[src/rtl/dserf_pkg.sv]
package dserf_pkg;

    localparam int SAMPLE_W = 32;
    localparam int CFG_IDX_W = 3;
    localparam int CFG_DATA_W = 32;

    typedef enum logic [CFG_IDX_W-1:0] {
        CFG_RADIUS    = 3'd0,
        CFG_WIDTH     = 3'd1,
        CFG_HEIGHT    = 3'd2,
        CFG_NODATA    = 3'd3,
        CFG_NODATA_EN = 3'd4
    } cfg_idx_e;

    typedef struct packed {
        logic [4:0]                 erosion_radius;
        logic [10:0]                raster_width;
        logic [15:0]                raster_height;
        logic signed [SAMPLE_W-1:0] nodata_value;
        logic                       nodata_enable;
    } cfg_t;

    typedef enum logic [1:0] {
        F_IDLE,
        F_DECIDE,
        F_WRITE,
        F_FLUSH
    } front_state_t;

    typedef enum logic [1:0] {
        B_IDLE,
        B_SCAN,
        B_LAST
    } back_state_t;

    function automatic int unsigned eff_radius(input logic [4:0] r, input int unsigned maxr);
        if (r == 5'd0)
        begin
            return 1;
        end
        if (32'(r) > maxr)
        begin
            return maxr;
        end
        return 32'(r);
    endfunction

    function automatic int unsigned eff_width(input logic [10:0] w, input int unsigned maxc);
        if (w == 11'd0)
        begin
            return 1;
        end
        if (32'(w) > maxc)
        begin
            return maxc;
        end
        return 32'(w);
    endfunction

    function automatic logic [15:0] eff_height(input logic [15:0] h);
        return (h == 16'd0) ? 16'd1 : h;
    endfunction

    function automatic logic is_background(input logic signed [SAMPLE_W-1:0] v, input cfg_t c);
        return (v == '0) || (c.nodata_enable && (v == c.nodata_value));
    endfunction

endpackage

[src/rtl/dserf_in_if.sv]
interface dserf_in_if;
    import dserf_pkg::*;
    logic                       valid;
    logic                       ready;
    logic                       cmd;
    logic signed [SAMPLE_W-1:0] pixel_value;
    modport source (output valid, output cmd, output pixel_value, input ready);
    modport sink (input valid, input cmd, input pixel_value, output ready);
endinterface

[src/rtl/dserf_front.sv]
module dserf_front
    import dserf_pkg::*;
#(
    parameter int MAX_RADIUS = 16,
    parameter int MAX_COLS = 1024,
    localparam int FLAG_ROWS = 2 * MAX_RADIUS + 1,
    localparam int FLAG_DEPTH = FLAG_ROWS * MAX_COLS,
    localparam int DELAY_DEPTH = MAX_RADIUS * MAX_COLS + MAX_RADIUS,
    localparam int COL_W = $clog2(MAX_COLS),
    localparam int WID_W = $clog2(MAX_COLS + 1),
    localparam int RAD_W = $clog2(MAX_RADIUS + 1),
    localparam int FA_W = $clog2(FLAG_DEPTH),
    localparam int DA_W = $clog2(DELAY_DEPTH),
    localparam int DLY_W = $clog2(DELAY_DEPTH + 1),
    localparam int FR_W = $clog2(FLAG_ROWS)
) (
    input  logic                       clk,
    input  logic                       rst_n,
    input  cfg_t                       cfg,
    input  logic                       restart,
    dserf_in_if.sink                   pix_in,
    output logic                       flag_we,
    output logic [FA_W-1:0]            flag_waddr,
    output logic                       flag_wdata,
    output logic                       dly_we,
    output logic [DA_W-1:0]            dly_waddr,
    output logic [SAMPLE_W-1:0]        dly_wdata,
    output logic                       dly_re,
    output logic [DA_W-1:0]            dly_raddr,
    input  logic [SAMPLE_W-1:0]        dly_rdata,
    output logic                       q_push,
    output logic signed [SAMPLE_W-1:0] q_value,
    output logic [15:0]                q_row,
    output logic [COL_W-1:0]           q_col,
    output logic [FR_W-1:0]            q_frow,
    input  logic                       q_full,
    input  logic                       q_empty,
    input  logic                       back_busy
);
    front_state_t               state_reg, state_next;
    logic                       cmd_reg;
    logic signed [SAMPLE_W-1:0] val_reg;
    logic                       fire_reg, fire_next;
    logic [DLY_W-1:0]           delay_reg;
    logic [15:0]                in_row_reg, in_row_next;
    logic [COL_W-1:0]           in_col_reg, in_col_next;
    logic [FA_W-1:0]            in_base_reg, in_base_next;
    logic [DA_W-1:0]            in_ptr_reg, in_ptr_next;
    logic [DLY_W-1:0]           fcnt_reg, fcnt_next;
    logic [15:0]                out_row_reg, out_row_next;
    logic [COL_W-1:0]           out_col_reg, out_col_next;
    logic [FR_W-1:0]            out_frow_reg, out_frow_next;
    logic [DA_W-1:0]            out_ptr_reg, out_ptr_next;
    logic [RAD_W-1:0]           eff_r;
    logic [WID_W-1:0]           eff_w;
    logic [15:0]                eff_h;
    logic                       in_col_last, out_col_last;

    assign eff_r = RAD_W'(eff_radius(cfg.erosion_radius, MAX_RADIUS));
    assign eff_w = WID_W'(eff_width(cfg.raster_width, MAX_COLS));
    assign eff_h = eff_height(cfg.raster_height);
    assign in_col_last  = (WID_W'(in_col_reg) + WID_W'(1) >= eff_w);
    assign out_col_last = (WID_W'(out_col_reg) + WID_W'(1) >= eff_w);

    assign pix_in.ready = (state_reg == F_IDLE) && q_empty && !back_busy;

    assign flag_waddr = in_base_reg + FA_W'(in_col_reg);
    assign flag_wdata = is_background(val_reg, cfg);
    assign dly_waddr  = in_ptr_reg;
    assign dly_wdata  = val_reg;
    assign dly_raddr  = out_ptr_reg;
    assign q_value    = dly_rdata;
    assign q_row      = out_row_reg;
    assign q_col      = out_col_reg;
    assign q_frow     = out_frow_reg;

    always_ff @(posedge clk)
    begin
        if (pix_in.valid && pix_in.ready)
        begin
            cmd_reg <= pix_in.cmd;
            val_reg <= pix_in.pixel_value;
        end
        delay_reg <= DLY_W'(32'(eff_r) * 32'(eff_w) + 32'(eff_r));
        fire_reg  <= fire_next;
    end

    always_ff @(posedge clk or negedge rst_n)
    begin
        if (!rst_n)
        begin
            state_reg    <= F_IDLE;
            in_row_reg   <= '0;
            in_col_reg   <= '0;
            in_base_reg  <= '0;
            in_ptr_reg   <= '0;
            fcnt_reg     <= '0;
            out_row_reg  <= '0;
            out_col_reg  <= '0;
            out_frow_reg <= '0;
            out_ptr_reg  <= '0;
        end
        else
        begin
            state_reg    <= state_next;
            in_row_reg   <= in_row_next;
            in_col_reg   <= in_col_next;
            in_base_reg  <= in_base_next;
            in_ptr_reg   <= in_ptr_next;
            fcnt_reg     <= fcnt_next;
            out_row_reg  <= out_row_next;
            out_col_reg  <= out_col_next;
            out_frow_reg <= out_frow_next;
            out_ptr_reg  <= out_ptr_next;
        end
    end

    always_comb
    begin
        state_next    = state_reg;
        fire_next     = fire_reg;
        in_row_next   = in_row_reg;
        in_col_next   = in_col_reg;
        in_base_next  = in_base_reg;
        in_ptr_next   = in_ptr_reg;
        fcnt_next     = fcnt_reg;
        out_row_next  = out_row_reg;
        out_col_next  = out_col_reg;
        out_frow_next = out_frow_reg;
        out_ptr_next  = out_ptr_reg;
        flag_we       = 1'b0;
        dly_we        = 1'b0;
        dly_re        = 1'b0;
        q_push        = 1'b0;

        case (state_reg)
            F_IDLE:
            begin
                if (pix_in.valid && pix_in.ready)
                begin
                    state_next = F_DECIDE;
                end
            end
            F_DECIDE:
            begin
                if (cmd_reg)
                begin
                    if ((in_row_reg < eff_h) || (out_row_reg >= eff_h))
                    begin
                        state_next = F_IDLE;
                    end
                    else
                    begin
                        dly_re     = 1'b1;
                        state_next = F_FLUSH;
                    end
                end
                else if (in_row_reg >= eff_h)
                begin
                    if (out_row_reg < eff_h)
                    begin
                        state_next = F_IDLE;
                    end
                    else
                    begin
                        in_row_next   = '0;
                        in_col_next   = '0;
                        in_base_next  = '0;
                        in_ptr_next   = '0;
                        fcnt_next     = '0;
                        out_row_next  = '0;
                        out_col_next  = '0;
                        out_frow_next = '0;
                        out_ptr_next  = '0;
                    end
                end
                else
                begin
                    fire_next  = (fcnt_reg >= delay_reg);
                    dly_re     = fire_next;
                    state_next = F_WRITE;
                end
            end
            F_WRITE:
            begin
                flag_we = 1'b1;
                dly_we  = 1'b1;
                in_ptr_next = (in_ptr_reg == DA_W'(DELAY_DEPTH - 1)) ? '0 : in_ptr_reg + 1'b1;
                if (fcnt_reg < delay_reg)
                begin
                    fcnt_next = fcnt_reg + 1'b1;
                end
                if (in_col_last)
                begin
                    in_col_next  = '0;
                    in_row_next  = in_row_reg + 16'd1;
                    in_base_next = (in_base_reg == FA_W'(FLAG_DEPTH - MAX_COLS)) ? '0
                                   : in_base_reg + FA_W'(MAX_COLS);
                end
                else
                begin
                    in_col_next = in_col_reg + 1'b1;
                end
                q_push = fire_reg;
                state_next = F_IDLE;
            end
            F_FLUSH:
            begin
                if (!q_full)
                begin
                    q_push     = 1'b1;
                    state_next = F_IDLE;
                end
            end
            default:
            begin
                state_next = F_IDLE;
            end
        endcase

        if (q_push)
        begin
            out_ptr_next = (out_ptr_reg == DA_W'(DELAY_DEPTH - 1)) ? '0 : out_ptr_reg + 1'b1;
            if (out_col_last)
            begin
                out_col_next  = '0;
                out_row_next  = out_row_reg + 16'd1;
                out_frow_next = (out_frow_reg == FR_W'(FLAG_ROWS - 1)) ? '0
                                : out_frow_reg + 1'b1;
            end
            else
            begin
                out_col_next = out_col_reg + 1'b1;
            end
        end

        if (restart)
        begin
            in_row_next   = '0;
            in_col_next   = '0;
            in_base_next  = '0;
            in_ptr_next   = '0;
            fcnt_next     = '0;
            out_row_next  = '0;
            out_col_next  = '0;
            out_frow_next = '0;
            out_ptr_next  = '0;
        end
    end
endmodule

[src/flat_wrapper.sv]
// flat-port wrapper written by rule: the top's interface ports become plain ports
module dserf_front_flat import dserf_pkg::*;
#(
    parameter int MAX_RADIUS = 16,
    parameter int MAX_COLS = 1024,
    localparam int FLAG_ROWS = 2 * MAX_RADIUS + 1,
    localparam int FLAG_DEPTH = FLAG_ROWS * MAX_COLS,
    localparam int DELAY_DEPTH = MAX_RADIUS * MAX_COLS + MAX_RADIUS,
    localparam int COL_W = $clog2(MAX_COLS),
    localparam int WID_W = $clog2(MAX_COLS + 1),
    localparam int RAD_W = $clog2(MAX_RADIUS + 1),
    localparam int FA_W = $clog2(FLAG_DEPTH),
    localparam int DA_W = $clog2(DELAY_DEPTH),
    localparam int DLY_W = $clog2(DELAY_DEPTH + 1),
    localparam int FR_W = $clog2(FLAG_ROWS)
)
  (clk, rst_n, cfg, restart, flag_we, flag_waddr, flag_wdata, dly_we, dly_waddr, dly_wdata, dly_re, dly_raddr, dly_rdata, q_push, q_value, q_row, q_col, q_frow, q_full, q_empty, back_busy, pix_in_valid, pix_in_cmd, pix_in_pixel_value, pix_in_ready);
  dserf_in_if pix_in_i ();
  input  logic clk;
  input  logic rst_n;
  input  cfg_t cfg;
  input  logic restart;
  output logic flag_we;
  output logic [FA_W-1:0] flag_waddr;
  output logic flag_wdata;
  output logic dly_we;
  output logic [DA_W-1:0] dly_waddr;
  output logic [SAMPLE_W-1:0] dly_wdata;
  output logic dly_re;
  output logic [DA_W-1:0] dly_raddr;
  input  logic [SAMPLE_W-1:0] dly_rdata;
  output logic q_push;
  output logic signed [SAMPLE_W-1:0] q_value;
  output logic [15:0] q_row;
  output logic [COL_W-1:0] q_col;
  output logic [FR_W-1:0] q_frow;
  input  logic q_full;
  input  logic q_empty;
  input  logic back_busy;
  input wire logic [$bits(pix_in_i.valid)-1:0] pix_in_valid;
  input wire logic [$bits(pix_in_i.cmd)-1:0] pix_in_cmd;
  input wire logic [$bits(pix_in_i.pixel_value)-1:0] pix_in_pixel_value;
  output wire logic [$bits(pix_in_i.ready)-1:0] pix_in_ready;
  assign pix_in_i.valid = pix_in_valid;
  assign pix_in_i.cmd = pix_in_cmd;
  assign pix_in_i.pixel_value = pix_in_pixel_value;
  assign pix_in_ready = pix_in_i.ready;
  dserf_front #(.MAX_RADIUS(MAX_RADIUS), .MAX_COLS(MAX_COLS)) u_core (.clk(clk), .rst_n(rst_n), .cfg(cfg), .restart(restart), .pix_in(pix_in_i), .flag_we(flag_we), .flag_waddr(flag_waddr), .flag_wdata(flag_wdata), .dly_we(dly_we), .dly_waddr(dly_waddr), .dly_wdata(dly_wdata), .dly_re(dly_re), .dly_raddr(dly_raddr), .dly_rdata(dly_rdata), .q_push(q_push), .q_value(q_value), .q_row(q_row), .q_col(q_col), .q_frow(q_frow), .q_full(q_full), .q_empty(q_empty), .back_busy(back_busy));
endmodule
[config.mk]
export PLATFORM = sky130hd
export DESIGN_NAME = dserf_front_flat
export DESIGN_NICKNAME = d
export VERILOG_FILES = /design/src/rtl/dserf_pkg.sv /design/src/rtl/dserf_in_if.sv /design/src/rtl/dserf_front.sv /design/src/flat_wrapper.sv
export SDC_FILE = /design/constraint.sdc
export NUM_CORES = 1
export LEC_CHECK = 0
export BUFFER_PORTS_ARGS = -buffer_cell sky130_fd_sc_hd__buf_2
export CORE_AREA = 3 3 167 169
export CTS_BUF_LIST = sky130_fd_sc_hd__clkbuf_4 sky130_fd_sc_hd__clkbuf_8 sky130_fd_sc_hd__clkbuf_16
export DETAILED_ROUTE_END_ITERATION = 6
export DIE_AREA = 0 0 170 172
export PLACE_DENSITY = 0.71
export RECOVER_POWER = 50
export SYNTH_ARGS = -nofsm -noshare
export SYNTH_HDL_FRONTEND = slang
export SYNTH_SLANG_ARGS = --single-unit
[constraint.sdc]
create_clock -name clk -period 3.1 [get_ports clk]
set_input_delay 0.465 -clock clk [delete_from_list [all_inputs] [get_ports clk]]
set_output_delay 0.465 -clock clk [all_outputs]
set_load 0.005 [all_outputs]
; Word-level counts from Yosys, hierarchy flattened
; Index checks and enable logic that the tools add are counted.
[op_classes]
n_addsub = 13
mul = 1
div_mod_pow = 0
n_lt_le_gt_ge = 10
eq_ne = 18
shift = 0
mux = 77
n_bitwise = 2
n_reduce_logical = 21
[op_table]
columns = cell, n
row1 = $mux 16, 16
row2 = $mux 15, 11
row3 = $mux 10, 9
row4 = $pmux 16 s2, 2
row5 = $pmux 15 s2, 2
row6 = $mux 6, 8
row7 = $add 15x1->15 const B, 3
row8 = $mux 11, 3
row9 = $add 16x1->16 const B, 2
row10 = $eq 32x32->1, 1
row11 = $ge 16x16->1, 2
row12 = $logic_not 32->1, 1
row13 = $lt 16x16->1, 2
row14 = $eq 15x15->1 const B, 2
row15 = $add 10x1->11 const B, 2
row16 = $ge 11x11->1, 2
row17 = $add 10x1->10 const B, 2
row18 = $pmux 10 s2, 1
row19 = $add 16x10->16, 1
row20 = $add 16x11->16 const B, 1
row21 = $eq 16x16->1 const B, 1
row22 = $logic_not 16->1, 1
row23 = $add 15x5->15, 1
row24 = $ge 15x15->1, 1
row25 = other kinds (28), 65
[word_totals]
reg_bits = 170
latch_bits = 0
ram_bits = 0
mem_bits_ro = 0
in_bits = 137
out_inout_bits = 148
elab_cells = 156
n_memories = 0

; Longest topological paths before layout
; Gate-level depths: netlist (run 1).
[depth]
word_depth = 10
depth_mapped = 19
ltp_nobuf = 18

; Least setup slack after synthesis (run 1)
; OpenSTA, ideal clock, no wires.
[synth_path]
path_kind = input to register
from = in cfg[52] (netlist name)
to = reg u_core.delay_reg[14]
setup_ps = 129
t_arrival_ps = 4520
required_ps = 2971
path_slack_ps = -1550
cell_stages = 17
n_path_buf = 0
cell_sequence = nor4_1 -> a31oi_1 -> or2_2 -> inv_1 -> nand2_1 -> fa_1 -> fa_1 -> fa_1 -> inv_1 -> ha_1 -> a21o_1 -> a21oi_1 -> nor2b_1 -> o41ai_1 -> o21ai_0 -> o41ai_1 -> xnor2_1
[synth_between]
elab_chain_cells = 7
word_cells_on_any_way = 11
cone_classes = add/sub (1) / mul (1) / order compare (1) / mux (7) / reduce/logical (1)
[synth_lines]
columns = item, line
row1 = "start, declared", flat_wrapper.sv:21  ; input cfg_t cfg;
row2 = $gt 11x11->1 or $logic_not 11->1 (tied branches), "dserf_pkg.sv:53, dserf_pkg.sv:49"
row3 = "$mux 1, on equally long branches", "dserf_pkg.sv:53, dserf_pkg.sv:49"
row4 = $mux 1 or $mux 11 (tied branches), dserf_pkg.sv:53  ; if (32'(w) > maxc)
row5 = $mux 11, dserf_pkg.sv:57  ; return 32'(w);
row6 = $mux 11 (*), dserf_pkg.sv:53
row7 = $mul 5x11->15 (*), dserf_front.sv:84  ; delay_reg <= DLY_W'(32'(eff_r) * 32'(eff_w) + 32'(eff_r));
row8 = $add 15x5->15 (*), dserf_front.sv:84
row9 = "end signal, assigned", dserf_front.sv:84
row10 = "end, declared", dserf_front.sv:44  ; logic [DLY_W-1:0] delay_reg;
; Every way passes the cells marked *; elsewhere a longest branch is shown, timed or not. The select of a mux whose other input is x is not followed.
; A chain may end at the register's enable or synchronous reset.

; Worst setup path in the final report (run 1)
[layout_path]
from = in cfg[56] (netlist name)
to = reg u_core.delay_reg[14]
; Same word-level chain as after synthesis.

==> impl_metrics.env, run 1 <==
export IMPL_status="finished, violations left"
export IMPL_violations="capacitance limit, slew limit, setup timing"
export IMPL_dp_slack_ns=-1.37
export IMPL_clock_skew_ns=0.0148
export IMPL_maxCapViolations=1
export IMPL_ys_types=80
export IMPL_powerDensity_nw_per_um2=381
export IMPL_reg2reg_slack_ns=0.06
export IMPL_p_leak_nw=7.39
export IMPL_rsz0062_at_grt="yes"
export IMPL_clock_latency_ns=0.44
export IMPL_syn_avg_cell_area_sq_um=9.13
export IMPL_firstDrtPassIters=7
export IMPL_synth_top_area_frac=0.235
export IMPL_wire_per_inst_um=17.2
export IMPL_largest_register_ffs=32
export IMPL_cp_end_kind="register"
export IMPL_path_depth=18
export IMPL_cts_root_buf="clkbuf_16"
export IMPL_gp_congestion=0.871
export IMPL_layout_setup_ws_ns=-0.693
export IMPL_syn2layout_area_growth_pct=27.5
export IMPL_max_freq_mhz=264
export IMPL_fin_crit_ns=3.79
export IMPL_final_period_utilization=1.22
export IMPL_crit_path_cell_trace="buf_6 -> nor4_4 -> a31oi_1 -> or2_4 -> inv_2 -> nand2_2 -> fa_1 -> fa_1 -> fa_1 -> inv_2 -> ha_4 -> a21o_1 -> a21oi_2 -> nor2b_2 -> o41ai_4 -> o21ai_2 -> o41ai_2 -> xnor2_1"
export IMPL_syn_cell_area_sq_um=11800
export IMPL_die_x_um=170
export IMPL_hold_buffers=0
export IMPL_cts_buffers=17
export IMPL_drt_total_wl_um=33500
export IMPL_synth_edf_count=34
export IMPL_cts_tree="done"
export IMPL_die_h_um=172
export IMPL_hp_class="in -> reg"
export IMPL_required_ns=3.46
export IMPL_drt_iter0_markers=744
export IMPL_hold_viol_final=0
export IMPL_yosysWarnings=0
export IMPL_ant_nets=0
export IMPL_start_util=0.443
export IMPL_clk_pin_slew_worst_paths_ns=0.07
export IMPL_slowest_delay_ns=0.51
export IMPL_ys_ff_latch=160
export IMPL_gr_total_overflow=0
export IMPL_tightest_slew_ns=1.70
export IMPL_synth_area_top_cells="dfrtp_1 23%, ha_1 11%, edfxtp_1 8.6%"
export IMPL_grt_max_degree=67
export IMPL_setup_violations=10
export IMPL_routed_via_density=5.50
export IMPL_ir_worst_vdd_v=0.000331
export IMPL_path_delay_family="adder cells"
export IMPL_crit_fanout=3
export IMPL_io_pins=285
export IMPL_cp_start_kind="primary input"
export IMPL_antenna_found_initial=1
export IMPL_post_route_drc_count=0
export IMPL_dieArea_sq_um=29200
export IMPL_core_sq_um=26700
export IMPL_crit_top_cell="fa_1"
export IMPL_grt_pass1_wl_um=51800
export IMPL_grt_usage=0.219
export IMPL_critPathBufInv=3
export IMPL_fin_hold_ws_ns=0.202
export IMPL_maxSlewHeadroom=-0.133
export IMPL_holdPathStages=1
export IMPL_dp_hpwl_um=25400
export IMPL_ys_async_sr_fraction=0.694
export IMPL_clkSinkCount=160
export IMPL_yosysSeqAreaShare=0.346
export IMPL_synth_flop_cell="dfrtp_1"
export IMPL_path_class="in -> reg"
export IMPL_std_cell_rows=60
export IMPL_n_fill_cell=2338
export IMPL_cts_max_path_buffers=2
export IMPL_yosysTopAreaCell="dfrtp_1"
export IMPL_grt_pass1_vias=10307
export IMPL_drv_slew=67
export IMPL_worstPathArrival_ns=4.15
export IMPL_syn_inst=1297
export IMPL_h_tree_depth=4
export IMPL_layout_nets=1870
export IMPL_slowest_stage="fa_1"
export IMPL_r2r_cells=15
export IMPL_io_buffers=220
export IMPL_syn_nets=1573
export IMPL_layout_drive_gt1_share=0.299
export IMPL_vias=10713
[cells by family (layout without fill, tap and decap cells)]
kind of cell / after synthesis / after routing / synth area share
simple gates: 463 / 463 / 0.199
flops: 160 / 160 / 0.346
buf+inv: 204 / 514 / 0.0803
xor+xnor: 75 / 75 / 0.0555
compound gates: 238 / 238 / 0.137
mux: 18 / 18 / 0.0155
fa+ha+maj: 139 / 139 / 0.166
other cells: 0 / 1 / 0
[per-layer routing]
metal / up-vias / wire length [um] / global-route usage
li1: 5163 / - / -
met1: 5182 / 14300 / 0.275
met2: 314 / 16600 / 0.380
met3: 54 / 1800 / 0.0412
met4: 0 / 731 / 0.0765
met5: - / 0 / 0
[where the power goes]
| group | leakage [nW] | internal (mW) | switching, mW |
|---|---|---|---|
| registers | 1.98 | 2.26 | 0.0918 |
| clock network | 0.285 | 1.08 | 1.02 |
| logic | 5.13 | 0.580 | 0.729 |
[final timing paths]
| check | startpoint | endpoint |
|---|---|---|
| max | cfg[56] | u_core.delay_reg[14] |
| min | pix_in_pixel_value[21] | u_core.dly_wdata[21] |
| max reg2reg | u_core.q_col[1] | u_core.q_frow[0] |
| min reg2reg | u_core.q_frow[5] | u_core.q_frow[5] |
| max in group asynchronous | rst_n | u_core.in_row_reg[9] |
| min in group asynchronous | rst_n | u_core.q_row[9] |
[cell usage in the layout, fill, tap and decap left out, types with 16 or more instances in the layout]
cell,instances
edfxtp_1,34
nand2_1,93
nand4_1,33
ha_1,100
nand2b_1,16
a21oi_1,57
o21ai_0,47
buf_2,188
xor2_1,27
buf_4,131
a22o_1,17
inv_1,113
nor2_1,103
and3_1,30
clkbuf_1,26
clkbuf_16,17
dfrtp_1,106
nand3_1,55
nor4_1,20
xnor2_1,42
fa_1,31
[per-stage QoR]
step	area, sq um	std cells	TNS, ns	power, mW	util
5_1_grt	15100	1949	-6.01	6.04	0.565
2_1_floorplan	12000	1297	-6.25	3.13	-
6_report	15100	1949	-4.17	5.76	0.565
3_5_place_dp	13900	1894	-15.90	3.61	0.522
4_1_cts	14800	1937	-4.19	5.77	0.552
3_3_place_gp	13900	1894	-11.83	3.57	0.522
[worst register-to-register path, cell delays in order (launching register included)]
cell      delay, ns
dfrtp_1        0.39
ha_2           0.19
and3_4         0.14
and3_4         0.14
and3_4         0.18
nor2b_4        0.12
or2_4          0.24
ha_4           0.26
o21a_1         0.13
o21ai_2        0.07
a21oi_4        0.18
o211ai_1       0.11
buf_4          0.20
buf_6          0.13
or3_1          0.33
a21oi_1        0.15
[cells in the mapped netlist (5+ instances only)]
library cell  count
nand2_1          96
or3_1             5
fa_1             31
mux2i_1          15
nand2b_1         17
nor2_1          109
inv_1           117
nor3_1           17
and3_1           36
clkbuf_1         28
dfxtp_1          15
o31ai_1          15
o21ai_0          54
ha_1            108
and4_1            6
buf_2            14
nor4_1           27
a21o_1           14
or4_1            18
nor2b_1          10
nand3_1          59
a31oi_1          11
buf_4            38
xor2_1           28
xnor2_1          47
dfrtp_1         111
a21oi_1          67
or2_2             7
edfxtp_1         34
and2_1           10
nand4_1          33
a22o_1           17
[layout make-up]
| type | count | area (sq um) | area share |
|---|---|---|---|
| inverters | 119 | 449 | 0.0297 |
| diodes | 1 | 2.50 | 0.000166 |
| clock inverters | 14 | 144 | 0.00953 |
| clock buffers | 18 | 433 | 0.0287 |
| well taps | 341 | 427 | 0.0282 |
| multi-input cells | 933 | 7260 | 0.481 |
| flip-flops and latches | 160 | 4110 | 0.272 |
| repair buffers | 363 | 2280 | 0.151 |
[timing repair]
item / 4_1_cts / 5_1_grt
gates cloned: 2 / 0
setup endpoints to repair: 31 / 71
resized for setup: 28 / 69
pin swaps: 25 / 40
setup buffers: 11 / 14
(Power assumes the default switching activity.)
==> run 2, diff against run 1 <==
ABC_AREA = 1   (was not set)
CORE_AREA = 3 3 172 174   (was 3 3 167 169)
DIE_AREA = 0 0 175 177   (was 0 0 170 172)
PLACE_DENSITY = 0.7   (was 0.71)
==> impl_metrics.env, run 2 <==
export IMPL_status="finished, violations left"
export IMPL_violations="capacitance limit, slew limit, setup timing"
export IMPL_slowest_stage="fa_1"
export IMPL_clkSinkCount=160
export IMPL_syn_cell_area_sq_um=12600
export IMPL_gr_total_overflow=0
export IMPL_synth_edf_count=34
export IMPL_slowest_delay_ns=0.49
export IMPL_h_tree_depth=4
export IMPL_dp_hpwl_um=26100
export IMPL_yosysTopAreaCell="dfrtp_1"
export IMPL_path_delay_family="adder cells"
export IMPL_cp_start_kind="primary input"
export IMPL_clock_latency_ns=0.43
export IMPL_synth_top_family_by_area="simple AND/OR/NAND/NOR gates"
export IMPL_yosysSeqAreaShare=0.326
export IMPL_hp_class="in -> reg"
export IMPL_synthXorXnorAreaFrac=0.0446
export IMPL_fin_crit_ns=3.81
export IMPL_gp_congestion=0.885
export IMPL_drt_total_wl_um=34800
export IMPL_syn_inst=1640
export IMPL_routed_via_density=5.16
export IMPL_placed_cells=2236
export IMPL_vias=11824
export IMPL_start_util=0.450
export IMPL_hold_viol_final=0
export IMPL_grt_pass1_wl_um=55000
export IMPL_core_sq_um=27900
export IMPL_p_leak_nw=7.82
export IMPL_layout_setup_ws_ns=-0.712
export IMPL_ant_nets=0
export IMPL_rsz0062_at_grt="yes"
export IMPL_required_ns=3.41
export IMPL_crit_top_cell="fa_1"
export IMPL_worstPathArrival_ns=4.13
export IMPL_cts_tree="done"
export IMPL_grt_max_degree=112
export IMPL_std_cell_rows=61
export IMPL_drv_slew=112
export IMPL_syn_nets=1916
export IMPL_firstDrtPassIters=5
export IMPL_synth_flop_cell="dfrtp_1"
export IMPL_regArea_sq_um=4100
export IMPL_ys_types=52
export IMPL_maxCapViolations=1
export IMPL_synth_area_top_cells="dfrtp_1 22%, ha_1 11%, nand2_1 10%"
export IMPL_antenna_found_initial=1
export IMPL_largest_register_ffs=32
export IMPL_clock_skew_ns=0.0130
export IMPL_muxShareOfSynthArea=0
export IMPL_hold_buffers=0
export IMPL_layout_commonest_cell="nand2_1"
export IMPL_cp_end_kind="register"
export IMPL_die_x_um=175
export IMPL_crit_fanout=6
export IMPL_path_depth=20
export IMPL_yosysWarnings=0
export IMPL_tightest_slew_ns=2.56
export IMPL_synth_most_common_cell="nand2_1"
export IMPL_finalPower_mw=6.02
export IMPL_dp_slack_ns=-1.29
export IMPL_ys_async_sr_fraction=0.694
export IMPL_drt_iter0_markers=705
export IMPL_synth_top_area_frac=0.221
export IMPL_cts_max_path_buffers=2
export IMPL_max_freq_mhz=262
export IMPL_io_buffers=220
export IMPL_powerDensity_nw_per_um2=382
export IMPL_synth_simple_area_share=0.266
export IMPL_grt_usage=0.215
export IMPL_io_pins=285
export IMPL_ir_worst_vdd_v=0.000437
export IMPL_r2r_cells=19
export IMPL_n_fill_cell=2537
export IMPL_ys_ff_latch=160
export IMPL_critPathBufInv=4
export IMPL_maxSlewHeadroom=-0.709
export IMPL_dieArea_sq_um=31000
export IMPL_ys_top_cells_by_count="340 x nand2_1, 231 x inv_1, 158 x nor2_1"
export IMPL_grt_pass1_vias=11403
export IMPL_crit_path_cell_trace="buf_6 -> nor4_2 -> nand3_1 -> nor3_2 -> nor2_2 -> bufinv_8 -> nand2_8 -> nor2_4 -> fa_1 -> fa_1 -> inv_1 -> fa_1 -> inv_2 -> ha_4 -> a21o_1 -> nand3_1 -> nand2_2 -> nand2_1 -> nand4_1 -> xor2_1"
export IMPL_post_route_drc_count=0
export IMPL_layout_drive_gt1_share=0.263
export IMPL_holdPathStages=1
export IMPL_path_class="in -> reg"
export IMPL_clk_pin_slew_worst_paths_ns=0.07
export IMPL_die_h_um=177
export IMPL_syn_avg_cell_area_sq_um=7.67
export IMPL_layout_nets=2176
export IMPL_final_period_utilization=1.23
export IMPL_cts_root_buf="clkbuf_16"
export IMPL_multi_input_area_sq_um=7640
export IMPL_synth_compound_area_frac=0.0953
export IMPL_setup_violations=12
export IMPL_cts_buffers=17
export IMPL_finalSetupTns_ns=-7.02
export IMPL_layout_cells_non_filler=2291
export IMPL_post_dp_cell_area_sq_um=14500
export IMPL_wire_per_inst_um=15.2
export IMPL_syn2layout_area_growth_pct=25.1
export IMPL_layout_common_cells="327 x nand2_1, 222 x inv_1, 214 x buf_2, 130 x nor2_1, 111 x dfrtp_1"
export IMPL_finish_instance_area_sq_um=15700
export IMPL_synthAdderAreaFrac=0.157
export IMPL_n_antenna_cell=0
## run 2: path summary, 6_finish.rpt
| check | from | to | slack (ns) |
|---|---|---|---|
| worst max-delay path | cfg[52] | u_core.delay_reg[13] | -0.71 |
| worst min-delay path | pix_in_pixel_value[30] | u_core.dly_wdata[30] | 0.21 |
| worst max register to register | u_core.q_col[0] | u_core.q_row[9] | 0.12 |
| worst min register to register | u_core.in_col_reg[5] | u_core.in_col_reg[5] | 0.54 |
| max in group asynchronous | rst_n | u_core.in_row_reg[8] | 0.63 |
| min in group asynchronous | rst_n | u_core.q_col[7] | 0.92 |
## run 2: through the flow
step	hold WS, ns	util
finish	0.208	0.563
global route	0.191	0.563
CTS	0.119	0.550
detailed placement	0.524	0.520
global placement	0.495	0.520
floorplan	0.169	-
## run 2: power breakdown
group | internal [mW] | leakage [nW] | switching [mW]
clock network | 1.22 | 0.287 | 0.896
registers | 2.26 | 1.98 | 0.0787
logic | 0.603 | 5.55 | 0.954
total | 4.09 | 7.82 | 1.93
## run 2: cell type report
type	count	area share
Clock buffer	21	0.0313
Sequential cell	160	0.261
Clock inverter	11	0.00652
Timing Repair inverter	1	0.000398
Inverter	241	0.0585
Multi-Input combinational cell	1156	0.485
Timing Repair Buffer	323	0.127
Tap cell	378	0.0301
## run 2: metal layers
layer / global-route usage / vias up / part of all wire
met3: 0.0526 / 52 / 0.072
li1: - / 5851 / -
met1: 0.266 / 5529 / 0.42
met2: 0.377 / 390 / 0.49
met5: 0 / - / 0.00032
met4: 0.0559 / 2 / 0.018
## run 2: cell families after synthesis
logic type / count (synthesis)
and+or+nand+nor: 748
DFF: 160
buffers and inverters: 324
AOI/OAI and AO/OA: 205
xor gates and xnor gates: 64
adders and majority gates: 139
## run 2: timing repair
item | in CTS | in global routing
setup endpoints to repair | 12 | 39
resized for setup | 49 | 50
gates cloned | 1 | 2
pin swaps | 33 | 55
setup buffers | 7 | 14
==> run 3, diff against run 2 <==
CTS_BUF_LIST = sky130_fd_sc_hd__clkbuf_4   (was sky130_fd_sc_hd__clkbuf_4 sky130_fd_sc_hd__clkbuf_8 sky130_fd_sc_hd__clkbuf_16)
==> impl_metrics.env, run 3 (synthesized netlist as in run 2, its figures left out) <==
export IMPL_status="finished, violations left"
export IMPL_violations="capacitance limit, slew limit, setup timing"
export IMPL_finish_instance_area_sq_um=15500
export IMPL_setup_violations=12
export IMPL_dp_hpwl_um=26100
export IMPL_firstDrtPassIters=5
export IMPL_std_cell_rows=61
export IMPL_routed_via_density=5.15
export IMPL_drt_iter0_markers=708
export IMPL_finalSetupTns_ns=-4.81
export IMPL_post_dp_cell_area_sq_um=14500
export IMPL_ant_nets=0
export IMPL_max_freq_mhz=273
export IMPL_cp_start_kind="primary input"
export IMPL_drv_slew=112
export IMPL_maxSlewHeadroom=-0.0649
export IMPL_path_class="in -> reg"
export IMPL_clk_pin_slew_worst_paths_ns=0.13
export IMPL_layout_common_cells="327 x nand2_1, 222 x inv_1, 215 x buf_2, 127 x nor2_1, 109 x dfrtp_1"
export IMPL_gr_total_overflow=0
export IMPL_hold_viol_final=0
export IMPL_rsz0062_at_grt="yes"
export IMPL_core_sq_um=27900
export IMPL_dieArea_sq_um=31000
export IMPL_die_x_um=175
export IMPL_grt_pass1_vias=11323
export IMPL_tightest_slew_ns=1.60
export IMPL_powerDensity_nw_per_um2=336
export IMPL_layout_nets=2174
export IMPL_layout_drive_gt1_share=0.269
export IMPL_largest_register_ffs=32
export IMPL_worstPathArrival_ns=4.17
export IMPL_cts_max_path_buffers=2
export IMPL_required_ns=3.61
export IMPL_cp_end_kind="register"
export IMPL_hp_class="in -> reg"
export IMPL_drt_total_wl_um=34700
export IMPL_h_tree_depth=4
export IMPL_clkSinkCount=160
export IMPL_start_util=0.450
export IMPL_crit_fanout=5
export IMPL_layout_setup_ws_ns=-0.559
export IMPL_cts_buffers=17
export IMPL_die_h_um=177
export IMPL_cts_root_buf="clkbuf_4"
export IMPL_maxCapViolations=1
export IMPL_post_route_drc_count=0
export IMPL_io_buffers=220
export IMPL_syn2layout_area_growth_pct=22.9
export IMPL_grt_usage=0.214
export IMPL_vias=11803
export IMPL_grt_pass1_wl_um=54700
export IMPL_cts_tree="done"
export IMPL_fin_crit_ns=3.66
export IMPL_antenna_found_initial=1
export IMPL_ir_worst_vdd_v=0.000198
export IMPL_final_period_utilization=1.18
export IMPL_p_leak_nw=7.69
export IMPL_clock_latency_ns=0.59
export IMPL_layout_commonest_cell="nand2_1"
export IMPL_io_pins=285
export IMPL_clock_skew_ns=0.0296
export IMPL_n_fill_cell=2590
export IMPL_grt_max_degree=112
export IMPL_gp_congestion=0.885
export IMPL_wire_per_inst_um=15.2
-- run 3: worst max-delay path, stage by stage --
cell and delay (ns):
buf_6 0.09, nor4_2 0.24, nand3_1 0.11, nor3_2 0.18
nor2_2 0.07, bufinv_8 0.27, nand2_8 0.09, nor2_4 0.12
fa_1 0.45, fa_1 0.54, inv_1 0.05, fa_1 0.48
inv_2 0.05, ha_4 0.29, nand2_2 0.09, o21ai_4 0.16
a21oi_4 0.06, o31ai_2 0.21, xor2_1 0.16
-- run 3: layout make-up --
type	count	area [sq um]	area share
diodes	2	5.00	0.000324
clock buffers	17	128	0.00826
clock inverters	15	144	0.00931
inverters	241	923	0.0598
multi-input cells	1156	7720	0.499
flip-flops and latches	160	4100	0.265
well taps	378	473	0.0306
repair buffers	321	1950	0.126
repair inverters	1	6.26	0.000405
-- run 3: worst paths after layout --
path,startpoint,cells after the start,slack (ns),endpoint
setup reg to reg,u_core.q_col[0],18,0.04,u_core.q_row[9]
max in group asynchronous,rst_n,3,1.07,u_core.fcnt_reg[12]
min in group asynchronous,rst_n,3,0.89,u_core.q_col[7]
setup / recovery,cfg[53],19,-0.56,u_core.delay_reg[14]
hold / removal,pix_in_pixel_value[30],1,0.05,u_core.dly_wdata[30]
hold reg to reg,u_core.in_row_reg[0],2,0.55,u_core.in_row_reg[0]
-- run 3: per-layer routing --
layer	GRT usage	up-vias	wire, um
met5	0	-	0
met4	0.0602	0	553
met3	0.0571	40	2660
met2	0.370	402	16800
met1	0.265	5505	14700
li1	-	5856	-
-- run 3: timing repair --
item / CTS / global route
hold endpoints to repair: 111 / 0
hold buffers: 1 / 0
setup buffers: 6 / 12
resized for setup: 62 / 53
endpoints found under the setup margin: 13 / 45
pin swaps: 41 / 46
gates cloned: 1 / 1
-- run 3: report_power, final --
| group | switching, mW | internal (mW) |
|---|---|---|
| sequential | 0.0785 | 2.26 |
| clock | 0.796 | 0.471 |
| combinational | 0.969 | 0.609 |
-- run 3: stage by stage --
step	power, mW	util	hold WS, ns	std cells	setup WS (ns)
after floorplan	3.33	-	0.169	1640	-0.973
after global placement	3.77	0.520	0.495	2236	-1.15
after detailed placement	3.81	0.520	0.524	2236	-1.29
after CTS	5.13	0.540	0.00151	2276	-0.613
after global routing	5.50	0.553	-0.00364	2291	-0.663
final	5.19	0.553	0.0528	2291	-0.559
